==> src/rtl/cnma_pkg.sv <==
// cone neighbor mass accumulator package: item structs, widths, register indexes
// no dependencies; imported by cone_neighbor_mass_accumulator
package cnma_pkg;

  localparam int COORD_BITS = 24;
  localparam int MASS_BITS  = 32;

  localparam int COUNT_W = 16;
  localparam int TOTAL_W = 48;
  localparam int COS_W   = 17;
  localparam int AXES_W  = 3;
  localparam int BOX_W   = COORD_BITS + 1;
  localparam int CFG_W   = (BOX_W > COS_W) ? BOX_W : COS_W;
  localparam int CFG_IDX_W = 3;

  localparam logic [CFG_IDX_W-1:0] CFG_BOX_X    = 3'd0;
  localparam logic [CFG_IDX_W-1:0] CFG_BOX_Y    = 3'd1;
  localparam logic [CFG_IDX_W-1:0] CFG_BOX_Z    = 3'd2;
  localparam logic [CFG_IDX_W-1:0] CFG_PERIODIC = 3'd3;
  localparam logic [CFG_IDX_W-1:0] CFG_COS_SQ   = 3'd4;

  localparam logic [BOX_W-1:0]  BOX_RESET  = {1'b1, {COORD_BITS{1'b0}}};
  localparam logic [AXES_W-1:0] AXES_RESET = 3'b111;
  localparam logic [COS_W-1:0]  COS_RESET  = 17'd63560;

  localparam logic [COUNT_W-1:0] COUNT_MAX = {COUNT_W{1'b1}};
  localparam logic [TOTAL_W-1:0] MASS_MAX  = {TOTAL_W{1'b1}};

  typedef struct packed {
    logic [COORD_BITS-1:0] target_x;
    logic [COORD_BITS-1:0] target_y;
    logic [COORD_BITS-1:0] target_z;
    logic [COORD_BITS-1:0] search_radius;
    logic [COORD_BITS-1:0] nbr_x;
    logic [COORD_BITS-1:0] nbr_y;
    logic [COORD_BITS-1:0] nbr_z;
    logic [MASS_BITS-1:0]  nbr_mass;
    logic                  last_nbr;
  } in_item_t;

  typedef struct packed {
    logic [COUNT_W-1:0] neighbor_count;
    logic [TOTAL_W-1:0] cone_mass;
    logic               saturated;
  } out_item_t;

endpackage

==> src/rtl/cone_neighbor_mass_accumulator.sv <==
// cone neighbor mass accumulator: sphere count and double-cone mass per target
// one shared signed multiplier under a step sequencer; depends on cnma_pkg
//
//   channel | direction | handshake           | payload
//   in_     | input     | in_valid / in_stall   | cnma_pkg::in_item_t
//   out_    | output    | out_valid / out_stall | cnma_pkg::out_item_t
//   cfg_    | input     | cfg_we              | cfg_index, cfg_wdata
//
// each candidate makes six passes through the one multiplier (radius, three
// offsets, two halves of the cone product) plus offset sum, compare and total
// update steps
// a last candidate waits in the update step while the output register is full and stalled
// in_stall is high from transfer until the update step is done
// rst_n is synchronous; no clearing pass is needed
module cone_neighbor_mass_accumulator (
  input  logic                          clk,
  input  logic                          rst_n,
  input  logic                          in_valid,
  output logic                          in_stall,
  input  cnma_pkg::in_item_t            in_data,
  output logic                          out_valid,
  input  logic                          out_stall,
  output cnma_pkg::out_item_t           out_data,
  input  logic                          cfg_we,
  input  logic [cnma_pkg::CFG_IDX_W-1:0] cfg_index,
  input  logic [cnma_pkg::CFG_W-1:0]     cfg_wdata
);
  import cnma_pkg::*;

  localparam int OFS_W  = COORD_BITS + 3;
  localparam int SQ_W   = 2 * COORD_BITS + 3;
  localparam int R2_W   = 2 * COORD_BITS + 4;
  localparam int H2_W   = 2 * COORD_BITS;
  localparam int LO_W   = COORD_BITS + 2;
  localparam int MUL_W  = (COORD_BITS + 3 > COS_W + 1) ? COORD_BITS + 3 : COS_W + 1;
  localparam int PROD_W = 2 * MUL_W;
  localparam int CMP_W  = COS_W + R2_W;
  localparam int CONE_SHIFT = 16;

  typedef enum logic [3:0] {
    S_IDLE, S_RAD, S_DX, S_DY, S_DZ, S_SUM, S_CLO, S_CHI, S_CMP, S_FIN
  } state_t;

  function automatic logic signed [OFS_W-1:0] wrap_ofs(
    input logic [COORD_BITS-1:0] t,
    input logic [COORD_BITS-1:0] n,
    input logic [BOX_W-1:0]      box,
    input logic                  en
  );
    logic signed [OFS_W-1:0] d;
    logic signed [OFS_W-1:0] b;
    logic signed [OFS_W-1:0] h;
    d = signed'(OFS_W'(t)) - signed'(OFS_W'(n));
    b = signed'(OFS_W'(box));
    h = signed'(OFS_W'(box >> 1));
    if (en) begin
      if (d > h) begin
        d = d - b;
      end
      if (d < -h) begin
        d = d + b;
      end
    end
    return d;
  endfunction

  state_t state_r;

  logic [BOX_W-1:0]  box_x_r, box_y_r, box_z_r;
  logic [AXES_W-1:0] axes_r;
  logic [COS_W-1:0]  cos_sq_r;

  in_item_t                item_r;
  logic signed [OFS_W-1:0] dx_r, dy_r, dz_r;
  logic [PROD_W-1:0]       prod_r;
  logic [H2_W-1:0]         h2_r;
  logic [R2_W-1:0]         r2_r;
  logic [SQ_W-1:0]         dz2_r;
  logic [PROD_W-1:0]       cone_lo_r;
  logic                    in_sphere_r;
  logic                    cone_hit_r;

  logic [COUNT_W-1:0] count_total_r;
  logic [TOTAL_W-1:0] mass_total_r;
  logic               sat_r;

  logic                out_valid_r;
  out_item_t           out_data_r;

  logic signed [MUL_W-1:0]  op_a, op_b;
  logic signed [PROD_W-1:0] mul_p;
  logic [CMP_W-1:0]         cone_lhs, cone_rhs;

  logic [COUNT_W-1:0] count_nxt;
  logic [TOTAL_W-1:0] mass_nxt;
  logic               sat_nxt;
  logic [TOTAL_W:0]   mass_sum;
  logic               in_xfer;
  logic               fin_go;
  logic               out_load;

  assign in_stall  = (state_r != S_IDLE);
  assign in_xfer   = in_valid && !in_stall;
  assign out_valid = out_valid_r;
  assign out_data  = out_data_r;
  assign fin_go    = !item_r.last_nbr || !out_valid_r || !out_stall;
  assign out_load  = (state_r == S_FIN) && fin_go && item_r.last_nbr;

  // shared multiplier operand select
  always_comb begin
    op_a = '0;
    op_b = '0;
    case (state_r)
      S_RAD: begin
        op_a = signed'(MUL_W'(item_r.search_radius));
        op_b = signed'(MUL_W'(item_r.search_radius));
      end
      S_DX: begin
        op_a = MUL_W'(dx_r);
        op_b = MUL_W'(dx_r);
      end
      S_DY: begin
        op_a = MUL_W'(dy_r);
        op_b = MUL_W'(dy_r);
      end
      S_DZ: begin
        op_a = MUL_W'(dz_r);
        op_b = MUL_W'(dz_r);
      end
      S_CLO: begin
        op_a = signed'(MUL_W'(cos_sq_r));
        op_b = signed'(MUL_W'(r2_r[LO_W-1:0]));
      end
      S_CHI: begin
        op_a = signed'(MUL_W'(cos_sq_r));
        op_b = signed'(MUL_W'(r2_r[R2_W-1:LO_W]));
      end
      default: begin
        op_a = '0;
        op_b = '0;
      end
    endcase
  end

  assign mul_p    = op_a * op_b;
  assign cone_lhs = CMP_W'(dz2_r) << CONE_SHIFT;
  assign cone_rhs = CMP_W'(cone_lo_r) + (CMP_W'(prod_r) << LO_W);

  // running totals with saturation
  always_comb begin
    count_nxt = count_total_r;
    mass_nxt  = mass_total_r;
    sat_nxt   = sat_r;
    mass_sum  = {1'b0, mass_total_r} + (TOTAL_W + 1)'(item_r.nbr_mass);
    if (in_sphere_r) begin
      if (count_total_r == COUNT_MAX) begin
        sat_nxt = 1'b1;
      end else begin
        count_nxt = count_total_r + COUNT_W'(1);
      end
    end
    if (cone_hit_r) begin
      if (mass_sum[TOTAL_W]) begin
        mass_nxt = MASS_MAX;
        sat_nxt  = 1'b1;
      end else begin
        mass_nxt = mass_sum[TOTAL_W-1:0];
      end
    end
  end

  always_ff @(posedge clk) begin
    if (!rst_n) begin
      state_r       <= S_IDLE;
      box_x_r       <= BOX_RESET;
      box_y_r       <= BOX_RESET;
      box_z_r       <= BOX_RESET;
      axes_r        <= AXES_RESET;
      cos_sq_r      <= COS_RESET;
      count_total_r <= '0;
      mass_total_r  <= '0;
      sat_r         <= 1'b0;
      out_valid_r   <= 1'b0;
      in_sphere_r   <= 1'b0;
      cone_hit_r    <= 1'b0;
    end else begin
      if (cfg_we) begin
        case (cfg_index)
          CFG_BOX_X:    box_x_r  <= cfg_wdata[BOX_W-1:0];
          CFG_BOX_Y:    box_y_r  <= cfg_wdata[BOX_W-1:0];
          CFG_BOX_Z:    box_z_r  <= cfg_wdata[BOX_W-1:0];
          CFG_PERIODIC: axes_r   <= cfg_wdata[AXES_W-1:0];
          CFG_COS_SQ:   cos_sq_r <= cfg_wdata[COS_W-1:0];
          default: ;
        endcase
      end

      if (out_valid_r && !out_stall && !out_load) begin
        out_valid_r <= 1'b0;
      end

      case (state_r)
        S_IDLE: begin
          if (in_xfer) begin
            item_r  <= in_data;
            state_r <= S_RAD;
          end
        end
        S_RAD: begin
          dx_r    <= wrap_ofs(item_r.target_x, item_r.nbr_x, box_x_r, axes_r[0]);
          dy_r    <= wrap_ofs(item_r.target_y, item_r.nbr_y, box_y_r, axes_r[1]);
          dz_r    <= wrap_ofs(item_r.target_z, item_r.nbr_z, box_z_r, axes_r[2]);
          prod_r  <= unsigned'(mul_p);
          state_r <= S_DX;
        end
        S_DX: begin
          h2_r    <= prod_r[H2_W-1:0];
          prod_r  <= unsigned'(mul_p);
          state_r <= S_DY;
        end
        S_DY: begin
          r2_r    <= R2_W'(prod_r[SQ_W-1:0]);
          prod_r  <= unsigned'(mul_p);
          state_r <= S_DZ;
        end
        S_DZ: begin
          r2_r    <= r2_r + R2_W'(prod_r[SQ_W-1:0]);
          prod_r  <= unsigned'(mul_p);
          state_r <= S_SUM;
        end
        S_SUM: begin
          r2_r    <= r2_r + R2_W'(prod_r[SQ_W-1:0]);
          dz2_r   <= prod_r[SQ_W-1:0];
          state_r <= S_CLO;
        end
        S_CLO: begin
          in_sphere_r <= (r2_r < R2_W'(h2_r));
          prod_r      <= unsigned'(mul_p);
          state_r     <= S_CHI;
        end
        S_CHI: begin
          cone_lo_r <= prod_r;
          prod_r    <= unsigned'(mul_p);
          state_r   <= S_CMP;
        end
        S_CMP: begin
          cone_hit_r <= in_sphere_r && (r2_r != '0) && (cone_lhs >= cone_rhs);
          state_r    <= S_FIN;
        end
        S_FIN: begin
          if (fin_go) begin
            if (item_r.last_nbr) begin
              out_valid_r                <= 1'b1;
              out_data_r.neighbor_count  <= count_nxt;
              out_data_r.cone_mass       <= mass_nxt;
              out_data_r.saturated       <= sat_nxt;
              count_total_r              <= '0;
              mass_total_r               <= '0;
              sat_r                      <= 1'b0;
            end else begin
              count_total_r <= count_nxt;
              mass_total_r  <= mass_nxt;
              sat_r         <= sat_nxt;
            end
            in_sphere_r <= 1'b0;
            cone_hit_r  <= 1'b0;
            state_r     <= S_IDLE;
          end
        end
        default: state_r <= S_IDLE;
      endcase
    end
  end

  a_xfer_starts: assert property (@(posedge clk) disable iff (!rst_n)
    in_xfer |=> (state_r == S_RAD))
    else $error("transfer did not start the sequencer");

  a_cone_in_sphere: assert property (@(posedge clk) disable iff (!rst_n)
    cone_hit_r |-> in_sphere_r)
    else $error("cone hit outside the sphere");

  a_totals_cleared: assert property (@(posedge clk) disable iff (!rst_n)
    (state_r == S_FIN && fin_go && item_r.last_nbr) |=>
      (count_total_r == '0 && mass_total_r == '0 && !sat_r && out_valid_r))
    else $error("totals not cleared after result");

  a_no_overwrite: assert property (@(posedge clk) disable iff (!rst_n)
    (out_valid_r && out_stall && !(state_r == S_FIN)) |=> out_valid_r)
    else $error("pending result dropped");

endmodule
==> config.mk <==
export PLATFORM = sky130hd
export DESIGN_NAME = cone_neighbor_mass_accumulator
export DESIGN_NICKNAME = d
export VERILOG_FILES = /design/src/rtl/cnma_pkg.sv /design/src/rtl/cone_neighbor_mass_accumulator.sv
export SDC_FILE = /design/constraint.sdc
export NUM_CORES = 2
export LEC_CHECK = 0
export BUFFER_PORTS_ARGS = -buffer_cell sky130_fd_sc_hd__buf_2
export CAP_MARGIN = 20
export CORE_MARGIN = 1
export CORE_UTILIZATION = 37
export DETAILED_ROUTE_END_ITERATION = 12
export GPL_ROUTABILITY_DRIVEN = 0
export HOLD_SLACK_MARGIN = 0.06
export PLACE_DENSITY_LB_ADDON = 0.3
export SLEW_MARGIN = 0
export SYNTH_ARGS = -nofsm -noshare
export SYNTH_HDL_FRONTEND = slang
export SYNTH_SLANG_ARGS = --single-unit
==> constraint.sdc <==
create_clock -name clk -period 14 [get_ports clk]
set_input_delay 1.4 -clock clk [delete_from_list [all_inputs] [get_ports clk]]
set_output_delay 1.4 -clock clk [all_outputs]
set_load 0.01 [all_outputs]
* Yosys cells after proc, flatten, opt, wreduce, memory -nomap -nowiden
Index checks and enable logic that the tools add are counted.
Word-level totals: register bits after elaboration 773, latch bits 0, RAM bits 0, bits in read-only memories 0, bits of input ports 234, output and inout bits 67, word-level logic and storage cells 156, memories 0
Operators by class: add/sub/neg operators 16, multiply operators 1, div/mod/pow operators 0, order comparisons 8, equality and inequality tests 16, shift-type cells 0, muxes and demuxes 42, bitwise operators 0, reduce and logical (&&, ||, !) cells 41
Operator list (number):
- $mux W27 | 18
- $pmux W27 S6 | 1
- $mux W48 | 3
- $pmux W27 S5 | 1
- $pmux W52 S2 | 1
- $add A27 B26 Y27 | 3
- $lt A27 B27 Y1 | 3
- $neg A24 Y27 | 3
- $sub A25 B26 Y27 | 3
- $gt A25 B25 Y1 | 3
- $sub A24 B24 Y25 | 3
- $add A54 B69 Y69 | 1
- $ge A67 B69 Y1 | 1
- $mul A27 B27 Y54 | 1
- $add A52 B51 Y52 | 1
- $lt A52 B48 Y1 | 1
- $reduce_bool A52 Y1 | 1
- $add A48 B32 Y49 | 1
- $mux W16 | 3
- $pmux W4 S10 | 1
- $reduce_and A2 Y1 | 15
- $add A16 B1 Y16 const B | 1
- $eq A16 B16 Y1 const B | 1
- $eq A4 B3 Y1 const B | 4
- other kinds (21) | 50

* Logic depth before layout (Yosys ltp)
word-level depth 11, gate-level depth with buffers 40, gate-level depth less buffers 36

* Worst setup path after synthesis
No wires, ideal clock.
path kind in2reg, start in rst_n, end reg item_r[0] in the netlist's numbering, enable pin, setup time 765 ps, arrival 10481 ps, required time 13235 ps, path slack 2755 ps, cell stages on the path 5, buffers on the path 3, cell sequence clkbuf_1 clkbuf_1 clkbuf_1 nand2_1 nor2_1
On the way: longest elaborated chain between the ends 1
Ends and longest elaborated chain:
- from (decl) | RTL line cone_neighbor_mass_accumulator.sv:17 | input logic rst_n,
- $reduce_and A3 Y1 (no source line)
- to (signal assigned) | RTL line cone_neighbor_mass_accumulator.sv:205 | item_r <= in_data;
- to (decl) | RTL line cone_neighbor_mass_accumulator.sv:73 | in_item_t item_r;
Every way passes these cells. A chain may end at the register's enable or synchronous reset.

* Final worst setup path
start reg state_r[3], end reg prod_r[50] (data pin)
On the way: longest elaborated chain between the ends 4, elaborated cells on any way between the ends 10, classes of those cells mul (1); eq/ne (6); mux (2); reduce/logical (1)
Ends and longest elaborated chain:
- from (decl) | RTL line cone_neighbor_mass_accumulator.sv:67 | state_t state_r;
- from (signal assigned) | RTL line cone_neighbor_mass_accumulator.sv:174 | state_r <= S_IDLE;
- from (signal assigned) | RTL line cone_neighbor_mass_accumulator.sv:206 | state_r <= S_RAD;
- from (signal assigned) | RTL line cone_neighbor_mass_accumulator.sv:214 | state_r <= S_DX;
- $eq A4 B3 Y1 | RTL line cone_neighbor_mass_accumulator.sv:113 | case (state_r)
- $reduce_or A2 Y1 (no source line)
- $pmux W27 S5 | RTL line cone_neighbor_mass_accumulator.sv:113
- $mul A27 B27 Y54 * | RTL line cone_neighbor_mass_accumulator.sv:145 | assign mul_p = op_a * op_b;
- net mul_p[50] | RTL line cone_neighbor_mass_accumulator.sv:91 | logic signed [PROD_W-1:0] mul_p;
- to (signal assigned) | RTL line cone_neighbor_mass_accumulator.sv:213 | prod_r <= unsigned'(mul_p);
- to (signal assigned) | RTL line cone_neighbor_mass_accumulator.sv:218 | prod_r <= unsigned'(mul_p);
- to (signal assigned) | RTL line cone_neighbor_mass_accumulator.sv:223 | prod_r <= unsigned'(mul_p);
- to (decl) | RTL line cone_neighbor_mass_accumulator.sv:75 | logic [PROD_W-1:0] prod_r;
The timed path passes the listed nets; every way through them passes the cells marked *.

==> impl_metrics.ini <==
[run_status]
status = complete, no violations

[critical_path]
endpoint = prod_r[50]
cp_num_cells = 30
cp.arrival_ns = 10.76
critPathKind = flop to flop
r2r_end = prod_r[50]
crit_slowest_cell = a221oi_1
critPathLaunch = state_r[3]
critPathLaunchType = flop
cp_max_fo = 28
cp-end-kind = flop
crit_top_cell = fa_1
slowest_delay_ns = 0.81
crit-reg2reg-launch = state_r[3]
crit_required_ns = 14.45
ff2ff_path_depth = 30
reg2reg_slack_ns = 3.69
cp_top_family = adder cells
critPathBufInv = 7

[worst_hold_path]
hp-start = sat_r
holdCritPathClass = flop to flop

[clock_network]
clock_latency_ns = 0.74
ctsHoldBuffers = 0
cts_tree = built
h-tree-depth = 3
cts-buffers-inserted = 88
cts.sinks = 773
cts_setup_buffers = 0
clk_path_buf_depth = 3
cts-root-buf = clkbuf_16
cts_resized = 0
clkTransAtPathRegs_ns = 0.06

[logic_synthesis]
postSynthCellCount = 8588
synth_edf_count = 606
yosys-top-cells-count = 1,304 x inv_1, 1,119 x nand2_1, 773 x fa_1
synth-seq-cells = 773
synth_top_area_share_pct = 22.9
avgSynthCellArea_um2 = 9.25
synth-async-reset-ratio_pct = 0
synth_ff_type = edfxtp_1
synthTopCellsByArea = edfxtp_1 23%, fa_1 19%, ha_1 12%
synth_cell_type_count = 94
synth_most_common_cell = inv_1
synth_top_cell_by_area = edfxtp_1
yosysSeqAreaShare_pct = 27.1
syn_nets = 10300
syn_area_mm2 = 0.0795
synth-warning-count = 0

[die]
initial_core_util_pct = 37.4
fp-row-count = 169
fp.dieW_um = 465
die_h_um = 465
fp.dieArea_mm2 = 0.217
core_area_mm2 = 0.213
num_io_pins = 301

[layout]
layout-drive-gt1-share_pct = 7.50
fin_util_pct = 41.2
area_delta_synth_final_pct = 10.2
n_fill_cell = 20900
final_area_mm2 = 0.0876
final_nets = 10600

[global_route]
gr-total-overflow = 0
first_global_vias = 64000
gr-usage-met2_pct = 36.8
met1_usage_pct = 29.7
grt.busiest_layer = met2
grt.total_usage_pct = 22.7
grt_antenna_before_repair = 6
grt_pass1_wl_mm = 378
use_met3_pct = 4.20
grt_max_degree = 102

[timing]
slew_headroom_pct = 22.3
rsz0062_at_grt = no
setup_tns_ns = 0
hold_violations = 0
drv_slew = 0
tightest_slew_ns = 1.15
finalCritPeriodShare_pct = 73.6
period_minus_slack_ns = 10.31
worst_slack_ns = 3.69
max_freq_mhz = 97.0
setup_viol = 0
clock_skew_ns = 0.0408

[placement]
port_buffers = 300
hpwl_mm = 196
dp_worst_setup_slack_ns = 3.67
dpl-instance-area_mm2 = 0.0845

[route]
drt_first_pass_iters = 8
drt_iter0_drc = 5794
ant_nets = 0
wl_per_cell_um = 21.2
vias = 64100
wl_mm = 249
drc = 0
viasPerCell = 5.47

[pwr]
powerDensity_mw_per_mm2 = 168
vdd_drop_max_mv = 0.114
total_leakage_power_nw = 39.4

[job]
cap_violations = 0
==> layer usage <==
layer,wire length (um),share of wire (%)
met1,103000,41
met2,115000,46
met3,20000,8.0
met4,11100,4.5
met5,63,0.025
==> layout make-up <==
type                            instances  area (um^2)  share of cell area (%)
Inverter                             1306         4900                    5.60
Clock buffer                          108         2310                    2.64
Antenna cell                            2         5.00                 0.00571
Sequential cell                       773        21500                    24.6
Clock inverter                         56          683                   0.780
Tap cell                             2821         3530                    4.03
Multi-Input combinational cell       6242        52100                    59.5
Timing Repair Buffer                  421         2460                    2.81
==> worst min path at each step <==
stage | endpoint | slack, ns | cells past startpoint
floorplan | cone_lo_r[51] | 0.40 | 0
global placement | sat_r | 0.44 | 2
detailed placement | sat_r | 0.45 | 2
CTS | sat_r | 0.47 | 2
global route | sat_r | 0.49 | 2
finish | sat_r | 0.46 | 2
==> power by group <==
group          switching [W]  internal, W  leakage [nW]  total (W)
Clock                0.00104      0.00138          1.44    0.00241
Sequential          0.000278      0.00297          6.90    0.00325
Combinational        0.00564      0.00337          31.0    0.00901
==> sequential cells by signal (all words and copies together) (netlist names), 27 cells and up <==
signal        count
r2_r             52
cone_lo_r        54
prod_r           54
h2_r             48
mass_total_r     48
dz2_r            51
item_r          201
dy_r             27
out_data         65
dx_r             27
dz_r             27
==> cell usage in the layout, fill, tap and decap left out, types with 32 or more instances in the layout <==
master and n:
o21bai_1 55, inv_1 1304, and2_1 59, a21oi_1 437, buf_4 118, buf_2 299
o31ai_1 35, nor3_1 116, mux2i_1 54, nand2b_1 65, nand2_1 1119, nand3_1 146
dfxtp_1 166, xnor2_1 288, a21o_1 290, a221o_1 33, xor2_1 121, a31oi_1 57
clkbuf_16 89, and3_1 52, a211oi_1 49, nor2_1 536, or3_1 35, nand4_1 86
mux2_2 32, ha_1 746, edfxtp_1 606, a21boi_0 100, a22oi_1 64, nor4_1 49
o211ai_1 38, o21a_1 75, fa_1 773, nor2b_1 79, o21ai_0 334
==> kinds of logic after synthesis <==
group / count (synthesis) / synth area share [%]
flops: 773 / 27.1
compound gates: 1784 / 14.8
simple gates: 2443 / 13.7
buf+inv: 1573 / 7.47
xor+xnor: 410 / 4.53
mux: 86 / 1.13
fa+ha+maj: 1519 / 31.2
==> per-stage QoR <==
| step | hold slack (ns) | cells | power [W] |
|---|---|---|---|
| after floorplan | 0.400 | 8588 | 0.00939 |
| final | 0.462 | 11700 | 0.0147 |
| after global routing | 0.486 | 11700 | 0.0157 |
| after CTS | 0.465 | 11700 | 0.0146 |
| after detailed placement | 0.451 | 11600 | 0.0121 |
| after global placement | 0.442 | 11600 | 0.0119 |
==> worst reg2reg max path: cells and delay by family (launching register included) <==
family / cells / cell delay [ns]
fa+ha+maj: 8 / 3.54
compound gates: 8 / 3.34
simple gates: 7 / 1.43
buf+inv: 7 / 1.04
flops: 1 / 0.68
(Power assumes the default switching activity.)
